[config.mk]
export PLATFORM = sky130hd
export DESIGN_NAME = page_translate_fifo_lru
export DESIGN_NICKNAME = d
export VERILOG_FILES = /design/src/hdl/ptfl_pkg.sv /design/src/hdl/ptfl_age_alu.sv /design/src/hdl/ptfl_page_mem.sv /design/src/hdl/ptfl_seq.sv /design/src/hdl/page_translate_fifo_lru.sv
export SDC_FILE = /design/constraint.sdc
export NUM_CORES = 2
export LEC_CHECK = 0
export BUFFER_PORTS_ARGS = -buffer_cell sky130_fd_sc_hd__buf_2
export CAP_MARGIN = 20
export CORE_ASPECT_RATIO = 1.25
export CORE_MARGIN = 10
export CORE_UTILIZATION = 50
export DETAILED_ROUTE_END_ITERATION = 16
export MAX_ROUTING_LAYER = met4
export PLACE_DENSITY_LB_ADDON = 0.05
export SLEW_MARGIN = 5
export SYNTH_ARGS = -nofsm -noshare
export SYNTH_HDL_FRONTEND = slang
export SYNTH_HIERARCHICAL = 1
export SYNTH_SLANG_ARGS = --single-unit
[constraint.sdc]
create_clock -name clk_i -period 7.25 [get_ports clk_i]
set_input_delay 1.0875 -clock clk_i [delete_from_list [all_inputs] [get_ports clk_i]]
set_output_delay 1.0875 -clock clk_i [all_outputs]
set_load 0.01 [all_outputs]
[src/hdl/ptfl_pkg.sv]
// Shared types and constants for the page translation block.
package ptfl_pkg;

  localparam int DEF_MAX_PAGES  = 64;
  localparam int DEF_PAGE_BYTES = 1024;

  localparam int VA_W        = 20;
  localparam int AGE_W       = 32;
  localparam int EVICT_W     = 6;
  localparam int PCOUNT_W    = 7;
  localparam int IN_TDATA_W  = 24;
  localparam int OUT_TDATA_W = 32;
  localparam int OUT_TUSER_W = 2;
  localparam int CFG_IDX_W   = 1;
  localparam int CFG_DATA_W  = 7;

  localparam int FRAME_STRIDE    = 10;
  localparam int RESET_RESIDENT  = 3;
  localparam int DEF_PAGE_COUNT  = 64;
  localparam logic [AGE_W-1:0] AGE_MAX = '1;

  localparam logic MODE_FIFO = 1'b0;
  localparam logic MODE_LRU  = 1'b1;

  typedef enum logic [CFG_IDX_W-1:0] {
    CFG_REPLACEMENT_MODE = 1'b0,
    CFG_PAGE_COUNT       = 1'b1
  } ptfl_cfg_e;

  typedef enum logic [2:0] {
    ST_CLEAR,
    ST_IDLE,
    ST_SCAN,
    ST_LOAD,
    ST_DONE
  } ptfl_state_e;

  typedef struct packed {
    logic             resident;
    logic [AGE_W-1:0] age;
  } ptfl_entry_t;

  typedef struct packed {
    logic               done;
    logic               fault;
    logic [EVICT_W-1:0] evicted;
  } ptfl_status_t;

  typedef struct packed {
    logic [EVICT_W-1:0] evicted_page;
    logic               page_fault;
    logic               out_of_range;
    logic [VA_W-1:0]    physical_address;
  } ptfl_result_t;

endpackage

[src/hdl/ptfl_age_alu.sv]
// Shared age unit: saturating increment of one entry and compare against the running maximum.
module ptfl_age_alu (
  input  ptfl_pkg::ptfl_entry_t             entry_i,
  input  logic [ptfl_pkg::AGE_W-1:0]        best_age_i,
  output ptfl_pkg::ptfl_entry_t             entry_o,
  output logic                              better_o
);
  import ptfl_pkg::*;

  always_comb begin
    entry_o.resident = entry_i.resident;
    if (entry_i.resident && (entry_i.age != AGE_MAX)) begin
      entry_o.age = entry_i.age + AGE_W'(1);
    end else begin
      entry_o.age = entry_i.age;
    end
    // Strictly greater, so the lowest index wins a tie and age zero never wins.
    better_o = entry_o.resident && (entry_o.age > best_age_i);
  end

endmodule

[src/hdl/ptfl_page_mem.sv]
// Page table memory: one write port and one registered read port.
module ptfl_page_mem #(
  parameter int MAX_PAGES = ptfl_pkg::DEF_MAX_PAGES,
  localparam int IDX_W = $clog2(MAX_PAGES)
) (
  input  logic                  clk_i,
  input  logic                  we_i,
  input  logic [IDX_W-1:0]      waddr_i,
  input  ptfl_pkg::ptfl_entry_t wdata_i,
  input  logic [IDX_W-1:0]      raddr_i,
  output ptfl_pkg::ptfl_entry_t rdata_o
);
  import ptfl_pkg::*;

  ptfl_entry_t mem_q [MAX_PAGES];
  ptfl_entry_t rdata_q;

  always_ff @(posedge clk_i) begin
    if (we_i) begin
      mem_q[waddr_i] <= wdata_i;
    end
    rdata_q <= mem_q[raddr_i];
  end

  assign rdata_o = rdata_q;

endmodule

[src/hdl/ptfl_seq.sv]
// Sequencer: clearing pass, ageing scan with victim search, and replacement writes.
module ptfl_seq #(
  parameter int MAX_PAGES = ptfl_pkg::DEF_MAX_PAGES,
  localparam int IDX_W = $clog2(MAX_PAGES),
  localparam int CNT_W = $clog2(MAX_PAGES + 1)
) (
  input  logic                   clk_i,
  input  logic                   rst_ni,
  input  logic                   start_i,
  input  logic                   oor_i,
  input  logic [IDX_W-1:0]       page_i,
  input  logic                   mode_i,
  input  logic [CNT_W-1:0]       limit_i,
  input  logic                   out_free_i,
  output logic                   ready_o,
  output ptfl_pkg::ptfl_status_t status_o,
  output logic                   mem_we_o,
  output logic [IDX_W-1:0]       mem_waddr_o,
  output ptfl_pkg::ptfl_entry_t  mem_wdata_o,
  output logic [IDX_W-1:0]       mem_raddr_o,
  input  ptfl_pkg::ptfl_entry_t  mem_rdata_i
);
  import ptfl_pkg::*;

  ptfl_state_e       state_q, state_d;
  logic [CNT_W-1:0]  cnt_q, cnt_d;
  logic              rv_q, rv_d;
  logic [IDX_W-1:0]  pi_q, pi_d;
  logic [AGE_W-1:0]  best_age_q, best_age_d;
  logic [IDX_W-1:0]  best_idx_q, best_idx_d;
  logic              pres_q, pres_d;
  logic [AGE_W-1:0]  page_age_q, page_age_d;
  logic              fault_q, fault_d;

  ptfl_entry_t alu_entry;
  logic        alu_better;
  logic        clr_res;

  ptfl_age_alu u_alu (
    .entry_i    (mem_rdata_i),
    .best_age_i (best_age_q),
    .entry_o    (alu_entry),
    .better_o   (alu_better)
  );

  assign clr_res = (32'(cnt_q) < 32'(RESET_RESIDENT));

  always_ff @(posedge clk_i or negedge rst_ni) begin
    if (!rst_ni) begin
      state_q <= ST_CLEAR;
      cnt_q   <= '0;
      rv_q    <= 1'b0;
      fault_q <= 1'b0;
    end else begin
      state_q <= state_d;
      cnt_q   <= cnt_d;
      rv_q    <= rv_d;
      fault_q <= fault_d;
    end
  end

  always_ff @(posedge clk_i) begin
    pi_q       <= pi_d;
    best_age_q <= best_age_d;
    best_idx_q <= best_idx_d;
    pres_q     <= pres_d;
    page_age_q <= page_age_d;
  end

  always_comb begin
    state_d     = state_q;
    cnt_d       = cnt_q;
    rv_d        = rv_q;
    pi_d        = pi_q;
    best_age_d  = best_age_q;
    best_idx_d  = best_idx_q;
    pres_d      = pres_q;
    page_age_d  = page_age_q;
    fault_d     = fault_q;
    ready_o     = 1'b0;
    status_o    = '0;
    mem_we_o    = 1'b0;
    mem_waddr_o = pi_q;
    mem_wdata_o = alu_entry;
    mem_raddr_o = '0;

    case (state_q)
      ST_CLEAR: begin
        mem_we_o             = 1'b1;
        mem_waddr_o          = cnt_q[IDX_W-1:0];
        mem_wdata_o.resident = clr_res;
        mem_wdata_o.age      = clr_res ? AGE_W'(cnt_q) : '0;
        cnt_d                = cnt_q + CNT_W'(1);
        if (cnt_q == CNT_W'(MAX_PAGES - 1)) begin
          cnt_d   = '0;
          state_d = ST_IDLE;
        end
      end
      ST_IDLE: begin
        ready_o = 1'b1;
        if (start_i) begin
          cnt_d      = '0;
          rv_d       = 1'b0;
          best_age_d = '0;
          best_idx_d = '0;
          pres_d     = 1'b0;
          page_age_d = '0;
          fault_d    = 1'b0;
          state_d    = oor_i ? ST_DONE : ST_SCAN;
        end
      end
      ST_SCAN: begin
        // Reads run one entry ahead of the write-back of the aged entry.
        if (cnt_q < limit_i) begin
          mem_raddr_o = cnt_q[IDX_W-1:0];
          pi_d        = cnt_q[IDX_W-1:0];
          rv_d        = 1'b1;
          cnt_d       = cnt_q + CNT_W'(1);
        end else begin
          rv_d = 1'b0;
        end
        if (rv_q) begin
          mem_we_o    = 1'b1;
          mem_waddr_o = pi_q;
          mem_wdata_o = alu_entry;
          if (alu_better) begin
            best_age_d = alu_entry.age;
            best_idx_d = pi_q;
          end
          if (pi_q == page_i) begin
            pres_d     = mem_rdata_i.resident;
            page_age_d = alu_entry.age;
          end
        end else if (cnt_q >= limit_i) begin
          if (pres_q) begin
            if (mode_i == MODE_LRU) begin
              mem_we_o             = 1'b1;
              mem_waddr_o          = page_i;
              mem_wdata_o.resident = 1'b1;
              mem_wdata_o.age      = '0;
            end
            state_d = ST_DONE;
          end else begin
            mem_we_o    = 1'b1;
            mem_waddr_o = best_idx_q;
            mem_wdata_o = '0;
            fault_d     = 1'b1;
            state_d     = ST_LOAD;
          end
        end
      end
      ST_LOAD: begin
        // The victim may be the requested page itself when nothing else qualified.
        mem_we_o             = 1'b1;
        mem_waddr_o          = page_i;
        mem_wdata_o.resident = 1'b1;
        mem_wdata_o.age      = (best_idx_q == page_i) ? '0 : page_age_q;
        state_d              = ST_DONE;
      end
      ST_DONE: begin
        status_o.done    = out_free_i;
        status_o.fault   = fault_q;
        status_o.evicted = fault_q ? EVICT_W'(best_idx_q) : '0;
        if (out_free_i) begin
          state_d = ST_IDLE;
        end
      end
      default: begin
        state_d = ST_IDLE;
      end
    endcase
  end

endmodule

[src/hdl/page_translate_fifo_lru.sv]
// Top level of the demand-paging address translator with FIFO or LRU replacement.
//
// Each virtual address is split into a page number and an in-page offset and is translated
// to frame (page times ten) concatenated with the offset. Each in-range item runs a scan
// over the page table memory, which ages every entry in the active range and tracks the
// oldest resident page through one shared age unit, one entry per cycle; an out-of-range
// item skips the scan. After reset the block loads the table's initial contents before
// it accepts its first transfer; configuration writes are taken at any time. The result
// register lets a new transfer in while the previous result waits on the output.
module page_translate_fifo_lru #(
  parameter int MAX_PAGES  = ptfl_pkg::DEF_MAX_PAGES,
  parameter int PAGE_BYTES = ptfl_pkg::DEF_PAGE_BYTES
) (
  input  logic                              clk_i,
  input  logic                              rst_ni,
  input  logic                              s_axis_tvalid,
  output logic                              s_axis_tready,
  // [19:0] virtual_address, [23:20] zero
  input  logic [ptfl_pkg::IN_TDATA_W-1:0]   s_axis_tdata,
  output logic                              m_axis_tvalid,
  input  logic                              m_axis_tready,
  // [19:0] physical_address, [25:20] evicted_page, [31:26] zero
  output logic [ptfl_pkg::OUT_TDATA_W-1:0]  m_axis_tdata,
  // [0] out_of_range, [1] page_fault
  output logic [ptfl_pkg::OUT_TUSER_W-1:0]  m_axis_tuser,
  input  logic                              cfg_we_i,
  input  logic [ptfl_pkg::CFG_IDX_W-1:0]    cfg_idx_i,
  input  logic [ptfl_pkg::CFG_DATA_W-1:0]   cfg_data_i
);
  import ptfl_pkg::*;

  localparam int IDX_W = $clog2(MAX_PAGES);
  localparam int CNT_W = $clog2(MAX_PAGES + 1);
  localparam int OFF_W = $clog2(PAGE_BYTES);
  localparam int PN_W  = VA_W - OFF_W;

  logic                mode_q;
  logic [PCOUNT_W-1:0] page_count_q;
  logic [IDX_W-1:0]    page_q;
  logic                oor_q;
  logic [VA_W-1:0]     phys_q;
  logic                out_valid_q, out_valid_d;
  ptfl_result_t        out_q, out_d;

  logic [PN_W-1:0]     pn;
  logic [31:0]         pn32;
  logic [31:0]         lim32;
  logic [31:0]         frame32;
  logic                oor;
  logic [VA_W-1:0]     phys;
  logic                in_xfer;
  logic                out_free;
  logic                seq_ready;
  ptfl_status_t        status;

  logic                mem_we;
  logic [IDX_W-1:0]    mem_waddr;
  ptfl_entry_t         mem_wdata;
  logic [IDX_W-1:0]    mem_raddr;
  ptfl_entry_t         mem_rdata;

  always_ff @(posedge clk_i or negedge rst_ni) begin
    if (!rst_ni) begin
      mode_q       <= MODE_FIFO;
      page_count_q <= PCOUNT_W'(DEF_PAGE_COUNT);
    end else if (cfg_we_i) begin
      case (ptfl_cfg_e'(cfg_idx_i))
        CFG_REPLACEMENT_MODE: mode_q       <= cfg_data_i[0];
        CFG_PAGE_COUNT:       page_count_q <= cfg_data_i[PCOUNT_W-1:0];
        default:              mode_q       <= mode_q;
      endcase
    end
  end

  // Page number, clamped page count and frame address.
  always_comb begin
    pn      = s_axis_tdata[VA_W-1:OFF_W];
    pn32    = 32'(pn);
    lim32   = (32'(page_count_q) > 32'(MAX_PAGES)) ? 32'(MAX_PAGES) : 32'(page_count_q);
    oor     = (pn32 >= lim32);
    frame32 = (pn32 << 3) + (pn32 << 1);
    phys    = {frame32[PN_W-1:0], s_axis_tdata[OFF_W-1:0]};
  end

  assign in_xfer       = s_axis_tvalid && seq_ready;
  assign s_axis_tready = seq_ready;
  assign out_free      = !out_valid_q || m_axis_tready;

  always_ff @(posedge clk_i) begin
    if (in_xfer) begin
      page_q <= pn32[IDX_W-1:0];
      oor_q  <= oor;
      phys_q <= oor ? '0 : phys;
    end
  end

  ptfl_seq #(
    .MAX_PAGES (MAX_PAGES)
  ) u_seq (
    .clk_i       (clk_i),
    .rst_ni      (rst_ni),
    .start_i     (in_xfer),
    .oor_i       (oor),
    .page_i      (page_q),
    .mode_i      (mode_q),
    .limit_i     (lim32[CNT_W-1:0]),
    .out_free_i  (out_free),
    .ready_o     (seq_ready),
    .status_o    (status),
    .mem_we_o    (mem_we),
    .mem_waddr_o (mem_waddr),
    .mem_wdata_o (mem_wdata),
    .mem_raddr_o (mem_raddr),
    .mem_rdata_i (mem_rdata)
  );

  ptfl_page_mem #(
    .MAX_PAGES (MAX_PAGES)
  ) u_mem (
    .clk_i   (clk_i),
    .we_i    (mem_we),
    .waddr_i (mem_waddr),
    .wdata_i (mem_wdata),
    .raddr_i (mem_raddr),
    .rdata_o (mem_rdata)
  );

  always_comb begin
    out_d                  = out_q;
    out_valid_d            = out_valid_q && !m_axis_tready;
    if (status.done) begin
      out_d.physical_address = phys_q;
      out_d.out_of_range     = oor_q;
      out_d.page_fault       = status.fault;
      out_d.evicted_page     = status.evicted;
      out_valid_d            = 1'b1;
    end
  end

  always_ff @(posedge clk_i or negedge rst_ni) begin
    if (!rst_ni) begin
      out_valid_q <= 1'b0;
    end else begin
      out_valid_q <= out_valid_d;
    end
  end

  always_ff @(posedge clk_i) begin
    out_q <= out_d;
  end

  assign m_axis_tvalid = out_valid_q;
  assign m_axis_tdata  = OUT_TDATA_W'({out_q.evicted_page, out_q.physical_address});
  assign m_axis_tuser  = {out_q.page_fault, out_q.out_of_range};

endmodule

Yosys cells after proc, flatten, opt, wreduce, memory -nomap -nowiden. Memories as Yosys holds them, arrays and structs flattened. A register that Yosys moved wholly into a read port is not among the register bits. Index checks and enable logic that the tools add are counted.

$add $sub $neg: 3. Magnitude comparators: 6. Eq/ne operators: 18. Muxes and demuxes: 60. Bitwise operators: 1. Reductions and logical operators: 21.

Operators with widths (count): $mux 32 (7); $mux 33 (4); $pmux 32 s2 (2); $pmux 33 s3 (1); $mux 6 (10); $mux 7 (5); $add 32x1->32 const B (1); $gt 32x32->1 (1); $ne 32x32->1 const B (1); $mux 3 (7); $pmux 7 s3 (1); $pmux 6 s3 (1); $mux 1 (15); $pmux 3 s5 (1); $ne 2x1->1 const B (7); $eq 6x6->1 (2); $pmux 6 s2 (1); $add 10x10->10 (1); $ge 10x7->1 (1); $reduce_and 2->1 (5); $reduce_and 5->1 (2); $mux 8 (1); $pmux 1 s2 (4); $reduce_and 4->1 (2); 19 further kinds (26).

Flip-flop bits (word level): 153. Memory bits (writable): 2112. Input port bits: 37. Memories kept: 1.

Memory list: u_mem.mem_q (words 64, bits a word 33, rd ports 1, clocked after memory_dff 1, wr ports 1, line ptfl_page_mem.sv:15) `ptfl_entry_t mem_q [MAX_PAGES];`.

Longest topological paths before layout.
Depth in word-level cells: 8. Gate-level depth with buffers: 18. Gate-level depth less buffers: 14.

Hierarchy. The synthesis kept the hierarchy.

Modules (own cells, without submodules): ptfl_page_mem (times used 1, cells an instance 3598, area each 81192.9 µm², seq. area each 64081.5 µm²); ptfl_seq (times used 1, cells an instance 414, area each 4677.0 µm², seq. area each 2612.5 µm²); page_translate_fifo_lru (times used 1, cells an instance 168, area each 2628.8 µm², seq. area each 1818.0 µm²); ptfl_age_alu (times used 1, cells an instance 224, area each 1584.0 µm², seq. area each 0.0 µm²).

Worst setup path before layout. OpenSTA, ideal clock, no wires.

Path type: register to register. Start: register, netlist name u_mem/rdata_o[8]. End: register u_seq.best_age_q[0] (enable). Library setup time: 0.446 ns. Arrival: 5.071 ns. Required time: 6.804 ns. Setup slack: 1.733 ns. Cell stages (with the launch flop): 14. Path buffers: 0. Clock period less this slack: 5.517 ns. Path through: dfxtp_1 nand4_2 or4_4 nor4_4 or2b_2 mux2_1 ha_1 nor2b_1 o211ai_1 a2111oi_0 o311ai_0 a21oi_1 nand2_1 a21oi_1.

RTL lines: end signal, assigned (line ptfl_seq.sv:64) `best_age_q <= best_age_d;`; end, declared (line ptfl_seq.sv:29) `logic [AGE_W-1:0] best_age_q, best_age_d;`.

Worst setup path in the final report.
Start: register page_count_q[6]. End: memory u_mem/mem_q[33][12] (netlist name) (enable).

RTL lines: start, declared (line page_translate_fifo_lru.sv:38) `logic [PCOUNT_W-1:0] page_count_q;`; start signal, assigned (line page_translate_fifo_lru.sv:65) `page_count_q <= PCOUNT_W'(DEF_PAGE_COUNT);`; start signal, assigned (line page_translate_fifo_lru.sv:69) `CFG_PAGE_COUNT: page_count_q <= cfg_data_i[PCOUNT_W-1:0];`; $gt 7x7->1 (line page_translate_fifo_lru.sv:79) `lim32 = (32'(page_count_q) > 32'(MAX_PAGES)) ? 32'(MAX_PAGES) : 32'(page_count_q);`; $mux 7 (line page_translate_fifo_lru.sv:79); net lim32[5] (line page_translate_fifo_lru.sv:47) `logic [31:0] lim32;`; $ge 7x7->1 (line ptfl_seq.sv:134) `end else if (cnt_q >= limit_i) begin`; $mux 6 (line ptfl_seq.sv:134); $mux 6 (line ptfl_seq.sv:122) `if (rv_q) begin`; $pmux 6 s3 (line ptfl_seq.sv:87) `case (state_q)`; net mem_waddr[5] (line page_translate_fifo_lru.sv:57) `logic [IDX_W-1:0] mem_waddr;`; end, declared (line ptfl_page_mem.sv:15).

The timed path passes the listed nets, and every way through them passes these cells.

==> flow_summary.json <==
{
  "list_of_most_frequent_post_synthesis_cells": "sky130_fd_sc_hd__edfxtp_1, sky130_fd_sc_hd__mux4_2, sky130_fd_sc_hd__nand2_1",
  "ys.warnings.count": 6,
  "timing.critical_path.to": "u_mem/mem_q[33][12]",
  "critical_path.startpoint_type": "register",
  "timing_max_transition_violations_final": 0,
  "critical_path.n_buffers_inverters": 4,
  "clock_power_share": 0.314,
  "synth_top_cell_area_share": 0.747,
  "worst_ir_drop_vdd_v": 0.000280,
  "rsz0062_at_grt": "false",
  "max_freq_ghz": 0.179,
  "r2r_slack_ns": 1.68,
  "pwr-share-comb": 0.164,
  "worst_setup_path_end_kind": "register",
  "fill_cells": 13533,
  "async_reset_ff_frac": 0.00915,
  "synth.distinct_cells": 93,
  "clock-root-buffer": "sky130_fd_sc_hd__clkbuf_16",
  "critPathRequiredTime_ns": 7.80,
  "worst_pin_slew_ns": 1.17,
  "grt_antenna_before_repair": 15,
  "critical_path.reg2reg.startpoint": "page_count_q[6]",
  "core_area_um2": 180000,
  "power.net_switching_mw": 9.66,
  "setup_viol_count_final": 0,
  "synth_enable_flop_cells": 2242,
  "seqCellArea_um2": 68500,
  "area_delta_synth_final_pct": 12.4,
  "cts_repair_resize_count": 0,
  "vias": 45948,
  "synth_area_leaders": "sky130_fd_sc_hd__edfxtp_1, sky130_fd_sc_hd__mux4_2, sky130_fd_sc_hd__mux2i_1",
  "grt_max_degree": 81,
  "drc": 0,
  "hpwlAfterDp_mm": 149,
  "cap_viol_max_count": 0,
  "floorplan.die_area_um2": 198000,
  "postSynthCellCount": 4404,
  "num_io_pins": 73,
  "synth_flop_cell": "sky130_fd_sc_hd__edfxtp_1",
  "post-route-worst-setup-slack_ns": 1.68,
  "worstSetupStartpoint": "page_count_q[6]",
  "clockBufferDepth": 3,
  "die_height_um": 495,
  "netSwitchingFraction": 0.283,
  "multi_input_area_um2": 20600,
  "num-nets-final": 4758,
  "grtUsageTotal": 0.258,
  "clkLatencyLatePin_ns": 0.87,
  "final.setup.tns_ns": 0,
  "outcome": "completed",
  "timing.final.crit_share": 0.769,
  "grt_pass1_wl_mm": 351,
  "netlist_area_um2": 90100,
  "rr_worst_depth": 13,
  "worst-setup-path-type": "register to register",
  "clk_pin_slew_worst_paths_ns": 0.07,
  "critical-path-top-delay-family": "compound AO/OA/AOI/OAI gates",
  "cpMostUsedCell": "sky130_fd_sc_hd__inv_1",
  "gpl.final_weighted_congestion": 0.868,
  "drt_first_pass_iters": 6,
  "arrival_ns": 6.12,
  "dp_worst_setup_slack_ns": 1.73,
  "cellPowerDensity_nw_per_um2": 338,
  "drt-vias-per-instance": 6.35,
  "internal_power_mw": 24.5,
  "report.final.hold_viol_count": 0,
  "worst_clock_skew_ns": 0.0397,
  "routed_wire_length_per_instance_um": 34.1,
  "library_cell_with_the_largest_summed_area_after_synthesis": "sky130_fd_sc_hd__edfxtp_1",
  "worst_slew_margin_rel": 0.215,
  "global_route.overflow_total": 0,
  "post_cts_setup_buffers": 0,
  "floorplan.initialDensity": 0.502,
  "p_seq_frac": 0.522,
  "syn-mean-instance-area_um2": 20.5,
  "routed_wirelength_mm": 247,
  "rows": 174,
  "io_buffers": 61,
  "hold_buffers": 0,
  "rr_endpoint": "u_mem/mem_q[33][12]",
  "drtAntennaViolNets": 0,
  "crit_cells": 13,
  "worst-path-max-fanout": 22,
  "fraction_of_final_layout_cells_sized_beyond_drive_strength_1": 0.252,
  "tritoncts.num_buffers": 218,
  "htree_num_levels": 4,
  "slowest_stage": "sky130_fd_sc_hd__o21ai_1",
  "synth-seq-cells": 2296,
  "synth-seq-area-share": 0.761,
  "synthMostInstantiatedCell": "sky130_fd_sc_hd__edfxtp_1",
  "totalPowerFinal_mw": 34.2,
  "cpPeakStageDelay_ns": 0.94,
  "clock_tree_from_tritoncts": "done",
  "period_needed_ns": 5.57,
  "drt-initial-drc-count": 5065,
  "hold_path.class": "input pin to asynchronous set/reset pin",
  "vias_in_the_first_global_route": 45725,
  "leakagePower_nw": 31.6,
  "die_w_um": 400,
  "worstPathCellList": "inv_1 > nand2_1 > inv_1 > inv_1 > ha_1 > o21ai_0 > o21bai_2 > a21oi_1 > nor3b_1 > o21ai_1 > or3b_2 > nor2_4 > buf_4",
  "cts_sinks": 2296
}
## state kept, by name, indices dropped and copies added, names as in the netlist, 7 cells and up
signal / count
page_count_q: 7
m_axis_tdata: 25
u_mem/rdata_o: 33
u_seq/best_age_q: 32
phys_q: 19
u_mem/mem_q: 2112
u_seq/page_age_q: 32
u_seq/cnt_q: 7
## worst min path at each step
stage / start / end / depth (start not counted)
after floorplan: phys_q[0] / m_axis_tdata[0] / 0
after global placement: phys_q[4] / m_axis_tdata[4] / 0
after detailed placement: phys_q[14] / m_axis_tdata[14] / 0
after CTS: rst_ni / u_seq/fault_q / 1
after global routing: rst_ni / u_seq/fault_q / 1
final: rst_ni / u_seq/fault_q / 1
## cells by family after synthesis
family,Yosys count,synth area share
AO/OA/AOI/OAI,452,0.0375
XOR/XNOR,42,0.00408
adder cells (fa/ha/maj),55,0.00772
buffers and inverters,315,0.0184
flip-flops,2296,0.761
multiplexers,599,0.134
other,1,0.0000416
AND/OR/NAND/NOR,644,0.0376
## worst register-to-register path: stages (launching register included)
cell and delay (ns):
sky130_fd_sc_hd__dfstp_2 0.55, sky130_fd_sc_hd__inv_1 0.11, sky130_fd_sc_hd__nand2_1 0.12, sky130_fd_sc_hd__inv_1 0.05
sky130_fd_sc_hd__inv_1 0.08, sky130_fd_sc_hd__ha_1 0.25, sky130_fd_sc_hd__o21ai_0 0.23, sky130_fd_sc_hd__o21bai_2 0.18
sky130_fd_sc_hd__a21oi_1 0.73, sky130_fd_sc_hd__nor3b_1 0.13, sky130_fd_sc_hd__o21ai_1 0.94, sky130_fd_sc_hd__or3b_2 0.74
sky130_fd_sc_hd__nor2_4 0.79, sky130_fd_sc_hd__buf_4 0.34
## metal layers
| layer | share of wire | global-route usage | vias up |
|---|---|---|---|
| met1 | 0.42 | 0.358 | 24912 |
| li1 | - | - | 18930 |
| met3 | 0.066 | 0.0371 | 363 |
| met2 | 0.48 | 0.397 | 1743 |
| met5 | 0 | - | - |
| met4 | 0.034 | 0.0811 | 0 |
## metrics by stage
step / cells / hold slack, ns / util / instance area [um^2]
floorplan: 4410 / 0.400 / - / 90100
detailed placement: 6822 / 0.405 / 0.527 / 94600
global placement: 6818 / 0.401 / 0.526 / 94600
finish: 7233 / 0.207 / 0.564 / 101000
global route: 7228 / 0.196 / 0.564 / 101000
CTS: 7219 / 0.157 / 0.564 / 101000
## power groups by stage
stage / clock network [mW] / logic (mW) / registers, mW
floorplan: 0 / 2.56 / 18.1
global placement: 0 / 5.43 / 18.1
detailed placement: 0 / 5.62 / 18.1
CTS: 10.9 / 5.63 / 17.9
global route: 11.4 / 5.93 / 17.9
finish: 10.7 / 5.60 / 17.9
## layout by cell type, fill, tap and decap left out, drive strengths merged, types with 10 or more instances in the layout
cell type	Yosys	layout
a211oi	35	35
a21oi	50	50
a221oi	13	13
a22o	30	30
a22oi	82	82
a31oi	11	11
and2	36	36
and3	65	65
buf	145	279
clkbuf	98	283
clkinv	1	94
dfrtp	20	20
dfxtp	33	33
diode	0	14
edfxtp	2242	2242
ha	54	54
inv	71	80
mux2	17	17
mux2i	97	97
mux4	485	485
nand2	141	141
nand2b	10	10
nand3	105	105
nand4	61	61
nor2	109	109
nor2b	34	34
nor3	27	27
nor4	13	13
o211ai	11	11
o21ai	44	44
o221ai	46	46
o22ai	61	61
xnor2	25	25
xor2	17	17
## layout make-up
class                      count  share of cell area
sequential                  2296               0.677
multi-input combinational   1799               0.203
clock buffer                 283              0.0567
tap                         2376              0.0294
timing repair buffer         279              0.0226
clock inverter               114             0.00837
inverter                      72             0.00269
antenna                       14            0.000346
Note: power is estimated with default switching activity, not from simulation.
